File: src/design/pfa_ram.sv
// generic synchronous ram with one write port and one registered read port
// no dependencies
module pfa_ram #(
    parameter int WIDTH = 8,
    parameter int DEPTH = 16
) (
    input  logic                     i_clk,
    input  logic                     i_we,
    input  logic [$clog2(DEPTH)-1:0] i_waddr,
    input  logic [WIDTH-1:0]         i_wdata,
    input  logic [$clog2(DEPTH)-1:0] i_raddr,
    output logic [WIDTH-1:0]         o_rdata
);
    logic [WIDTH-1:0] r_mem [DEPTH];

    // write port and registered read port
    always_ff @(posedge i_clk) begin
        if (i_we) begin
            r_mem[i_waddr] <= i_wdata;
        end
        o_rdata <= r_mem[i_raddr];
    end
endmodule

File: config.mk
export PLATFORM = sky130hd
export DESIGN_NAME = pfa_ram
export DESIGN_NICKNAME = d
export VERILOG_FILES = /design/src/design/pfa_ram.sv
export SDC_FILE = /design/constraint.sdc
export NUM_CORES = 1
export LEC_CHECK = 0
export ABC_AREA = 1
export ABC_CLOCK_PERIOD_IN_PS = 1270
export BUFFER_PORTS_ARGS = -buffer_cell sky130_fd_sc_hd__buf_4
export CAP_MARGIN = 20
export CORE_MARGIN = 5
export CORE_UTILIZATION = 55
export DETAILED_ROUTE_END_ITERATION = 10
export PLACE_DENSITY = 0.75
export SLEW_MARGIN = 20
export SYNTH_ARGS = -nofsm -noshare
export SYNTH_HDL_FRONTEND = slang
export SYNTH_SLANG_ARGS = --single-unit
File: constraint.sdc
create_clock -name i_clk -period 1.27 [get_ports i_clk]
set_clock_uncertainty 0.1 [all_clocks]
set_input_delay 0.1905 -clock i_clk [delete_from_list [all_inputs] [get_ports i_clk]]
set_output_delay 0.1905 -clock i_clk [all_outputs]
set_load 0.02 [all_outputs]
==> metrics.yaml, run 1 <==
worst_setup_path:
  reg2reg_slack_ps: 160
  worst_path_largest_cell_delay_ps: 350
  reg2reg_depth: 6
  critical-path-top-delay-family: "flip-flops"
  start_kind: "flip-flop"
  worst-setup-path-type: "flip-flop to primary output"
  timing.critical_path.required_ps: 980
  critPathSlowestCell: "sky130_fd_sc_hd__dfxtp_1"
  timing.critical_path.cells: "buf_6"
  critical_path_cell_count: 1
  endpoint_kind: "primary output"
  critical_path_buf_inv_count: 1
  arrival_ps: 990
  critical_path_peak_fanout: 1
die:
  initial_utilization_pct: 56.1
  num_rows: 37
  die_y_um: 112
  die_area_mm2: 0.0126
  num_io_pins: 26
  die_w_um: 112
  coreArea_mm2: 0.0103
global_route:
  grt_pass1_vias: 3900
  grt.overflow.total: 0
  grt_max_degree: 33
  grt_usage_pct: 21.3
  wire_length_of_the_first_global_routing_pass_um: 20500
  number_of_antenna_violations_at_the_first_check_in_global_routing: 0
clock_tree:
  tritoncts_buffers: 17
  clock_sinks: 136
  cts_setup_buffers: 0
  cts.reportedPaths.clkPinSlew_ps: 60
  cts_tree: "done"
  cts.htree.levels: 4
  clock_latency_ps: 520
  clockBufferDepth: 2
  ctsRootBufferMaster: "sky130_fd_sc_hd__clkbuf_8"
timing:
  report.final.slew_viol_count: 0
  timing.final.crit_period_ps: 1280
  slew_headroom_pct: 79.7
  grt_setup_unrepaired: "yes"
  timing.final.ws_setup_ps: -13.1
  holdWs_ps: 118
  hold_viol: 0
  setup_violation_total_in_the_final_timing_report: 1
  maxClockFrequency_mhz: 779
  timing.final.crit_share_pct: 101
  tightestPinTransition_ps: 304
hold_path:
  hp-class: "input port to flip-flop"
  holdPathStages: 6
synth:
  distinct_cells_synth: 12
  post_synth_instance_area_mm2: 0.00577
  synth_nets: 569
  yosys_warnings: 0
  post_synthesis_cells: 551
  postSynthRegisterBits: 136
  syn_area_per_cell_um2: 10.5
  synth.yosys.seq_area_share_pct: 69.4
final_layout:
  drive_above_1_share_pct: 15.3
  diodes: 0
  flow.area_growth_from_synthesis_pct: 22.3
  nFillCells: 707
  finish.net_count: 633
  layoutNonFillerInstCount: 764
route:
  drt_wl_total_um: 12800
  routed-via-count: 3964
  remaining_drc_errors: 0
  violation_count_after_the_first_detailed_route_iteration: 329
  post_drt_via_cell_ratio: 5.19
  routed_wire_length_per_instance_um: 16.8
  ant_nets: 0
  dr.pass1.iters: 5
placement:
  placed_cells: 722
  port_buffers: 25
  place_ws_ps: -119
  place.gp.congestion: 0.842
  hpwlAfterDp_um: 8090
pwr:
  leak_nw: 3.09
  power_per_cell_area_mw_per_mm2: 1560
  worst_ir_drop_vdd_v: 0.00114
status:
  violations_in_the_final_reports: "negative setup slack"
  outcome: "finished, violations left"
run:
  max-cap-violations: 0
[Yosys cell counts]
cell type / count / area share [%]
sky130_fd_sc_hd__nand3_1: 97 / 8.4
sky130_fd_sc_hd__nand3b_1: 2 / 0.26
sky130_fd_sc_hd__dfxtp_1: 8 / 2.8
sky130_fd_sc_hd__nor2_1: 17 / 1.1
sky130_fd_sc_hd__buf_6: 6 / 1.2
sky130_fd_sc_hd__inv_2: 2 / 0.13
sky130_fd_sc_hd__buf_4: 4 / 0.52
sky130_fd_sc_hd__nand2_1: 173 / 11
sky130_fd_sc_hd__edfxtp_1: 128 / 67
sky130_fd_sc_hd__buf_1: 1 / 0.065
sky130_fd_sc_hd__inv_1: 100 / 6.5
sky130_fd_sc_hd__buf_2: 13 / 1.1
[placed cells by master, fill, tap and decap left out]
cell                            count
sky130_fd_sc_hd__nor2_1            17
sky130_fd_sc_hd__buf_12             6
sky130_fd_sc_hd__clkbuf_8           1
sky130_fd_sc_hd__dfxtp_2            6
sky130_fd_sc_hd__clkbuf_1           2
sky130_fd_sc_hd__clkinv_2           2
sky130_fd_sc_hd__dfxtp_1            2
sky130_fd_sc_hd__nand3b_1           2
sky130_fd_sc_hd__buf_6              8
sky130_fd_sc_hd__inv_1            100
sky130_fd_sc_hd__inv_2              2
sky130_fd_sc_hd__clkinvlp_4         2
sky130_fd_sc_hd__bufinv_16          5
sky130_fd_sc_hd__dlygate4sd3_1     10
sky130_fd_sc_hd__clkinv_1           1
sky130_fd_sc_hd__nand3_1           97
sky130_fd_sc_hd__clkinv_4           3
sky130_fd_sc_hd__edfxtp_1         128
sky130_fd_sc_hd__buf_4             45
sky130_fd_sc_hd__nand2_1          173
sky130_fd_sc_hd__clkbuf_16         16
[area by class of cell]
cell class | instances | area [um^2] | area share, %
Clock inverter | 13 | 205 | 2.91
Tap cell | 136 | 170 | 2.41
Timing Repair Buffer | 69 | 648 | 9.19
Sequential cell | 136 | 4010 | 56.9
Multi-Input combinational cell | 289 | 1210 | 17.2
Clock buffer | 19 | 422 | 5.98
Inverter | 102 | 383 | 5.43
[per-stage QoR]
| step | utilization (%) | cell area, um^2 | setup TNS (ps) | power (mW) |
|---|---|---|---|---|
| 2_1_floorplan | - | 5770 | 0 | 5.53 |
| 3_3_place_gp | 61.2 | 6290 | -370 | 5.82 |
| 6_report | 68.6 | 7050 | -13.1 | 11.0 |
| 5_1_grt | 68.6 | 7050 | -101 | 11.3 |
| 4_1_cts | 68.6 | 7050 | -38.1 | 11.0 |
| 3_5_place_dp | 61.2 | 6290 | -3140 | 5.85 |
[path summary, 6_finish.rpt]
kind | from | endpoint
worst min-delay path | i_raddr[1] | o_rdata[4]
worst max-delay path | o_rdata[0] | o_rdata[0]
worst min register to register | r_mem[14][4] | o_rdata[4]
worst max register to register | r_mem[5][7] | o_rdata[7]
[metal layers]
metal	up-vias	part of all wire, %	GRT usage [%]
li1	1902	-	-
met1	1882	41	28.2
met2	162	51	35.6
met3	18	6.8	4.96
met4	0	1.3	5.53
met5	-	0	0
[power by group]
part,internal (mW),total (mW),switching [mW]
logic,0.291,0.754,0.463
registers,5.02,5.06,0.0383
clock network,3.38,5.17,1.79
[what timing repair did]
item                                   in CTS  in global routing
hold buffers                               10                  0
setup endpoints to repair                   6                  7
pin swaps                                   0                  0
endpoints found under the hold margin     136                  0
gates resized for setup                    12                  2
[tightest hold or removal path, cell delays in order]
cell	delay [ps]
sky130_fd_sc_hd__buf_4	100
sky130_fd_sc_hd__buf_4	160
sky130_fd_sc_hd__nand2_1	60
sky130_fd_sc_hd__nand3_1	60
sky130_fd_sc_hd__nand3_1	70
sky130_fd_sc_hd__nand2_1	50
[registers in the layout, indices dropped and copies added (netlist names)]
name     flops
r_mem      128
o_rdata      8
[kinds of logic (layout without fill, tap and decap cells)]
logic type	Yosys count	after routing	synth area share [%]
buffers and inverters	126	203	9.52
and+or+nand+nor	289	289	21.0
DFF	136	136	69.4
Note: power is estimated with default switching activity, not from simulation.
==> inputs of run 2 (changes only) <==
REMOVE_ABC_BUFFERS = 1   (was default)
==> metrics.yaml, run 2 (synthesized netlist as in run 1, its figures left out) <==
worst_setup_path:
  start_kind: "flip-flop"
  reg2reg_depth: 6  # unchanged
  worst_path_largest_cell_delay_ps: 350  # about the same
  critPathSlowestCell: "sky130_fd_sc_hd__dfxtp_2"
  worst-setup-path-type: "flip-flop to primary output"
  critical_path_peak_fanout: 1  # unchanged
  critical-path-top-delay-family: "flip-flops"
  arrival_ps: 990  # about the same
  endpoint_kind: "primary output"
  timing.critical_path.cells: "buf_6"
  reg2reg_slack_ps: 160  # about the same
  timing.critical_path.required_ps: 980  # about the same
  critical_path_buf_inv_count: 1  # unchanged
  critical_path_cell_count: 1  # unchanged
die:
  die_y_um: 112  # unchanged
  initial_utilization_pct: 56.1  # unchanged
  num_rows: 37  # unchanged
  die_w_um: 112  # unchanged
  die_area_mm2: 0.0126  # unchanged
  coreArea_mm2: 0.0103  # unchanged
  num_io_pins: 26  # unchanged
placement:
  port_buffers: 25  # unchanged
  placed_cells: 715  # -0.97%
  place.gp.congestion: 0.822  # -2.4%
  hpwlAfterDp_um: 8420  # +4.0%
global_route:
  grt_max_degree: 34  # +3.0%
  grt_usage_pct: 22.6  # +1.3 points
  wire_length_of_the_first_global_routing_pass_um: 21400  # +4.5%
  grt.overflow.total: 0  # unchanged
  number_of_antenna_violations_at_the_first_check_in_global_routing: 0  # unchanged
  grt_pass1_vias: 4013  # +2.9%
route:
  dr.pass1.iters: 7  # +2
  violation_count_after_the_first_detailed_route_iteration: 389  # +18%
  drt_wl_total_um: 13300  # +3.8%
  routed-via-count: 4008  # +1.1%
  routed_wire_length_per_instance_um: 17.6  # +4.9%
  remaining_drc_errors: 0  # unchanged
  ant_nets: 0  # unchanged
  post_drt_via_cell_ratio: 5.30  # +2.2%
timing:
  maxClockFrequency_mhz: 783  # +0.48%
  timing.final.ws_setup_ps: -6.99  # +6.09 ps
  tightestPinTransition_ps: 305  # +0.564 ps
  report.final.slew_viol_count: 0  # unchanged
  setup_violation_total_in_the_final_timing_report: 3  # +2
  timing.final.crit_period_ps: 1280  # -6.09 ps
  slew_headroom_pct: 79.7  # about the same
  timing.final.crit_share_pct: 101  # -0.48 points
  grt_setup_unrepaired: "yes"
  hold_viol: 0  # unchanged
clock_tree:
  cts_setup_buffers: 0  # unchanged
  clock_latency_ps: 520  # about the same
  cts.reportedPaths.clkPinSlew_ps: 50  # about the same
  clockBufferDepth: 2  # unchanged
  cts_tree: "done"
  tritoncts_buffers: 17  # unchanged
  cts.htree.levels: 4  # unchanged
  clock_sinks: 136  # unchanged
  ctsRootBufferMaster: "sky130_fd_sc_hd__clkbuf_8"
final_layout:
  reg.largest.list: "r_mem x128, o_rdata x8"
  diodes: 0  # unchanged
  finish.net_count: 625  # -1.3%
  largest_reg_flops: 128  # unchanged
  layout.cells.most_common_list: "sky130_fd_sc_hd__nand2_1 (173), sky130_fd_sc_hd__edfxtp_1 (128), sky130_fd_sc_hd__inv_1 (100)"
  flow.area_growth_from_synthesis_pct: 19.0
  final_common_cell: "sky130_fd_sc_hd__nand2_1"
  layoutNonFillerInstCount: 756  # -1.0%
  nFillCells: 770  # +8.9%
  max_flop_register: "r_mem"
  drive_above_1_share_pct: 13.9  # -1.4 points
pwr:
  worst_ir_drop_vdd_v: 0.000832  # -27%
  power_mw: 10.0  # -8.7%
  leak_nw: 2.99  # -3.2%
  power_per_cell_area_mw_per_mm2: 1460  # -6.1%
status:
  violations_in_the_final_reports: "negative setup slack"
  outcome: "finished, violations left"
hold_path:
  holdPathStages: 6  # unchanged
  hp-class: "input port to flip-flop"
run:
  max-cap-violations: 0  # unchanged
-- run 2: changes by cell type in the layout (fill, tap and decap cells not counted), sizes merged --
cell         previous run  this run
buf                    59        52
bufinv                  5         1
clkinv                  6        10
dlygate4sd3            10         9
-- run 2: routing by layer --
layer  GRT usage [%]  wire, um  up-vias  part of all wire, %
met1            28.1      5400     1938                   41
li1                -         -     1887                    -
met4            10.0       304        0                  2.3
met2            38.7      6850      160                   51
met3            4.15       761       23                  5.7
met5               0         0        -                    0
-- run 2: path summary, 6_finish.rpt --
check | start | end
max | o_rdata[7] | o_rdata[7]
min reg2reg | r_mem[1][4] | o_rdata[4]
min | i_raddr[2] | o_rdata[4]
max reg2reg | r_mem[5][3] | o_rdata[3]
-- run 2: power by group --
part	internal [mW]	leakage, nW	total, mW	switching (mW)
clock	2.53	0.246	4.21	1.68
sequential	5.03	1.22	5.07	0.0428
combinational	0.276	1.52	0.751	0.475
-- run 2: per-stage QoR --
step | instance area [um^2] | TNS (ps) | hold WS (ps) | setup WS [ps] | util (%)
global route | 6860 | -108 | 165 | -24.6 | 66.8
detailed placement | 6220 | -2090 | 416 | -81.2 | 60.6
floorplan | 5600 | -1.94 | 189 | -0.983 | -
finish | 6860 | -15.4 | 123 | -6.99 | 66.8
CTS | 6860 | -81.9 | 102 | -21.5 | 66.8
global placement | 6220 | -1260 | 406 | -53.6 | 60.6
-- run 2: layout make-up --
type / instances / area, um^2 / share of cell area (%)
clock buffer: 19 / 422 / 6.14
clock inverter: 13 / 87.6 / 1.28
inverter: 102 / 383 / 5.58
multi-input combinational: 289 / 1210 / 17.7
sequential: 136 / 4010 / 58.5
tap: 136 / 170 / 2.48
timing repair buffer: 61 / 573 / 8.35
-- run 2: repair_timing --
item	in CTS	in global routing
hold buffers	9	0
endpoints found under the hold margin	136	0
resized for setup	16	0
setup endpoints to repair	8	7
==> inputs of run 3 (changes only) <==
CORE_ASPECT_RATIO = 0.8   (was default)
==> metrics.yaml, run 3 (synthesized netlist as in run 1, its figures left out) <==
status:
  outcome: "finished clean"
worst_setup_path:
  worst_r2r_endpoint: "o_rdata[0]"
  reg2reg_slack_ps: 140  # -20 ps
  critical_path_buf_inv_count: 1  # unchanged
  timing.critical_path.cells: "buf_4"
  critical_path_capture_point: "o_rdata[2]"
  arrival_ps: 930  # -60 ps
  worst_path_largest_cell_delay_ps: 360  # about the same
  timing.critical_path.required_ps: 980  # about the same
  critPathSlowestCell: "sky130_fd_sc_hd__dfxtp_1"
  critical_path_peak_fanout: 1  # unchanged
  critical_path_cell_count: 1  # unchanged
  worstReg2RegStart: "r_mem[7][0]"
  critical-path-top-delay-family: "flip-flops"
  start_kind: "flip-flop"
  critPathLaunch: "o_rdata[2]"
  worst-setup-path-type: "flip-flop to primary output"
  endpoint_kind: "primary output"
  reg2reg_depth: 6  # unchanged
final_layout:
  finish.net_count: 619  # -0.96%
  final_common_cell: "sky130_fd_sc_hd__nand2_1"
  area.sequential_mm2: 0.00401  # -0.22%
  layout.cells.most_common_list: "sky130_fd_sc_hd__nand2_1 (173), sky130_fd_sc_hd__edfxtp_1 (128), sky130_fd_sc_hd__inv_1 (100)"
  finalCoreUtilization_pct: 66.0  # -0.74 points
  multi_input_area_mm2: 0.00121  # unchanged
  nFillCells: 830  # +7.8%
  reg.largest.list: "r_mem x128, o_rdata x8"
  largest_reg_flops: 128  # unchanged
  drive_above_1_share_pct: 12.6  # -1.3 points
  diodes: 0  # unchanged
  max_flop_register: "r_mem"
  flow.area_growth_from_synthesis_pct: 17.2
timing:
  maxClockFrequency_mhz: 818  # +4.4%
  timing.final.crit_period_ps: 1220  # -54.0 ps
  timing.final.crit_share_pct: 96.3  # -4.2 points
  setup_violation_total_in_the_final_timing_report: 0  # -3
  grt_setup_unrepaired: "no"
  hold_viol: 0  # unchanged
  timing.final.ws_setup_ps: 47.0  # +54.0 ps
  report.final.slew_viol_count: 0  # unchanged
  tightestPinTransition_ps: 344  # +39.6 ps
  slew_headroom_pct: 77.0  # -2.7 points
route:
  met1_length_um: 5450  # +0.91%
  topRoutingLayerUsed: "met4"
  routed_wire_length_per_instance_um: 17.1  # -2.9%
  ant_nets: 0  # unchanged
  dr.pass1.iters: 6  # -1
  violation_count_after_the_first_detailed_route_iteration: 508  # +31%
  post_drt_via_cell_ratio: 5.24  # -1.1%
  remaining_drc_errors: 0  # unchanged
  met2_length_um: 6080  # -11%
  drt_wl_total_um: 12900  # -3.5%
  routed-via-count: 3941  # -1.7%
  routed-wl-met3_um: 1120  # +47%
global_route:
  grt.overflow.total: 0  # unchanged
  grt_max_degree: 47  # +38%
  number_of_antenna_violations_at_the_first_check_in_global_routing: 0  # unchanged
  grt_pass1_vias: 3983  # -0.75%
  grt_usage_pct: 21.7  # -0.89 points
  wire_length_of_the_first_global_routing_pass_um: 20700  # -3.6%
die:
  die_y_um: 102  # -9.6%
  initial_utilization_pct: 56.3  # +0.21 points
  num_io_pins: 26  # unchanged
  num_rows: 33  # -11%
  coreArea_mm2: 0.0102  # -0.37%
  die_w_um: 124  # +11%
  die_area_mm2: 0.0126  # +0.10%
placement:
  place.gp.congestion: 0.893  # +8.7%
  place_ws_ps: -34.9  # +46.3 ps
  port_buffers: 25  # unchanged
  hpwlAfterDp_um: 8020  # -4.8%
pwr:
  leak_nw: 2.96  # -1.1%
  power_per_cell_area_mw_per_mm2: 1490  # +1.8%
  worst_ir_drop_vdd_v: 0.00121  # +45%
clock_tree:
  ctsRootBufferMaster: "sky130_fd_sc_hd__clkbuf_16"
  clock_sinks: 136  # unchanged
  cts.reportedPaths.clkPinSlew_ps: 60  # about the same
  cts.htree.levels: 4  # unchanged
  clockBufferDepth: 2  # unchanged
  tritoncts_buffers: 17  # unchanged
  cts_tree: "done"
  clock_latency_ps: 420  # -100 ps
run:
  max-cap-violations: 0  # unchanged
hold_path:
  hp-class: "input port to flip-flop"
## run 3: cell count changes in the layout (fill, tap and decap cells not counted), moves of 2 or more
cell,before,now
sky130_fd_sc_hd__buf_4,39,48
sky130_fd_sc_hd__buf_6,8,0
sky130_fd_sc_hd__dfxtp_1,0,7
sky130_fd_sc_hd__dfxtp_2,8,1
sky130_fd_sc_hd__dlygate4sd3_1,9,2
sky130_fd_sc_hd__clkbuf_1,2,7
sky130_fd_sc_hd__clkinv_1,6,2
sky130_fd_sc_hd__clkinvlp_4,2,0
## run 3: stage by stage
step | setup TNS (ps) | hold slack, ps | std cells | cell area, um^2 | power (mW)
3_3_place_gp | -493 | 419 | 720 | 6240 | 5.82
4_1_cts | 0 | 3.78 | 752 | 6760 | 10.1
3_5_place_dp | -1010 | 423 | 720 | 6240 | 5.83
5_1_grt | 0 | 21.4 | 752 | 6760 | 10.4
6_report | 0 | 10.4 | 752 | 6760 | 10.1
2_1_floorplan | -1.94 | 189 | 527 | 5600 | 5.44
## run 3: worst min path at each step
stage / slack [ps] / end / cells past startpoint / start
2_1_floorplan: 190 / r_mem[0][0] / 0 / i_wdata[0]
3_3_place_gp: 420 / r_mem[15][6] / 1 / i_wdata[6]
3_5_place_dp: 420 / r_mem[9][6] / 1 / i_wdata[6]
4_1_cts: 4 / r_mem[0][4] / 1 / i_wdata[4]
5_1_grt: 20 / r_mem[10][5] / 1 / i_wdata[5]
6_report: 10 / r_mem[0][4] / 1 / i_wdata[4]
## run 3: final cells by class
type	instances	share of cell area, %
clock buffers	24	6.68
repair buffers	55	7.11
flip-flops and latches	136	59.2
multi-input cells	289	17.9
clock inverters	6	0.777
well taps	140	2.59
inverters	102	5.66
## run 3: report_power, final
part	leakage, nW	total [mW]	switching [mW]	internal (mW)
combinational	1.49	0.699	0.453	0.245
clock	0.247	4.30	1.66	2.64
sequential	1.22	5.06	0.0383	5.02
## run 3: layer usage
layer	vias to the layer above	global-route usage [%]
met2	198	35.8
met4	0	7.75
li1	1865	-
met1	1852	27.8
met5	-	0
met3	26	6.48
## run 3: what timing repair did
action,in CTS,in global routing
resized for setup,0,1
hold endpoints to repair,25,0
endpoints found under the setup margin,0,1
setup buffers,0,0
hold buffers,2,0
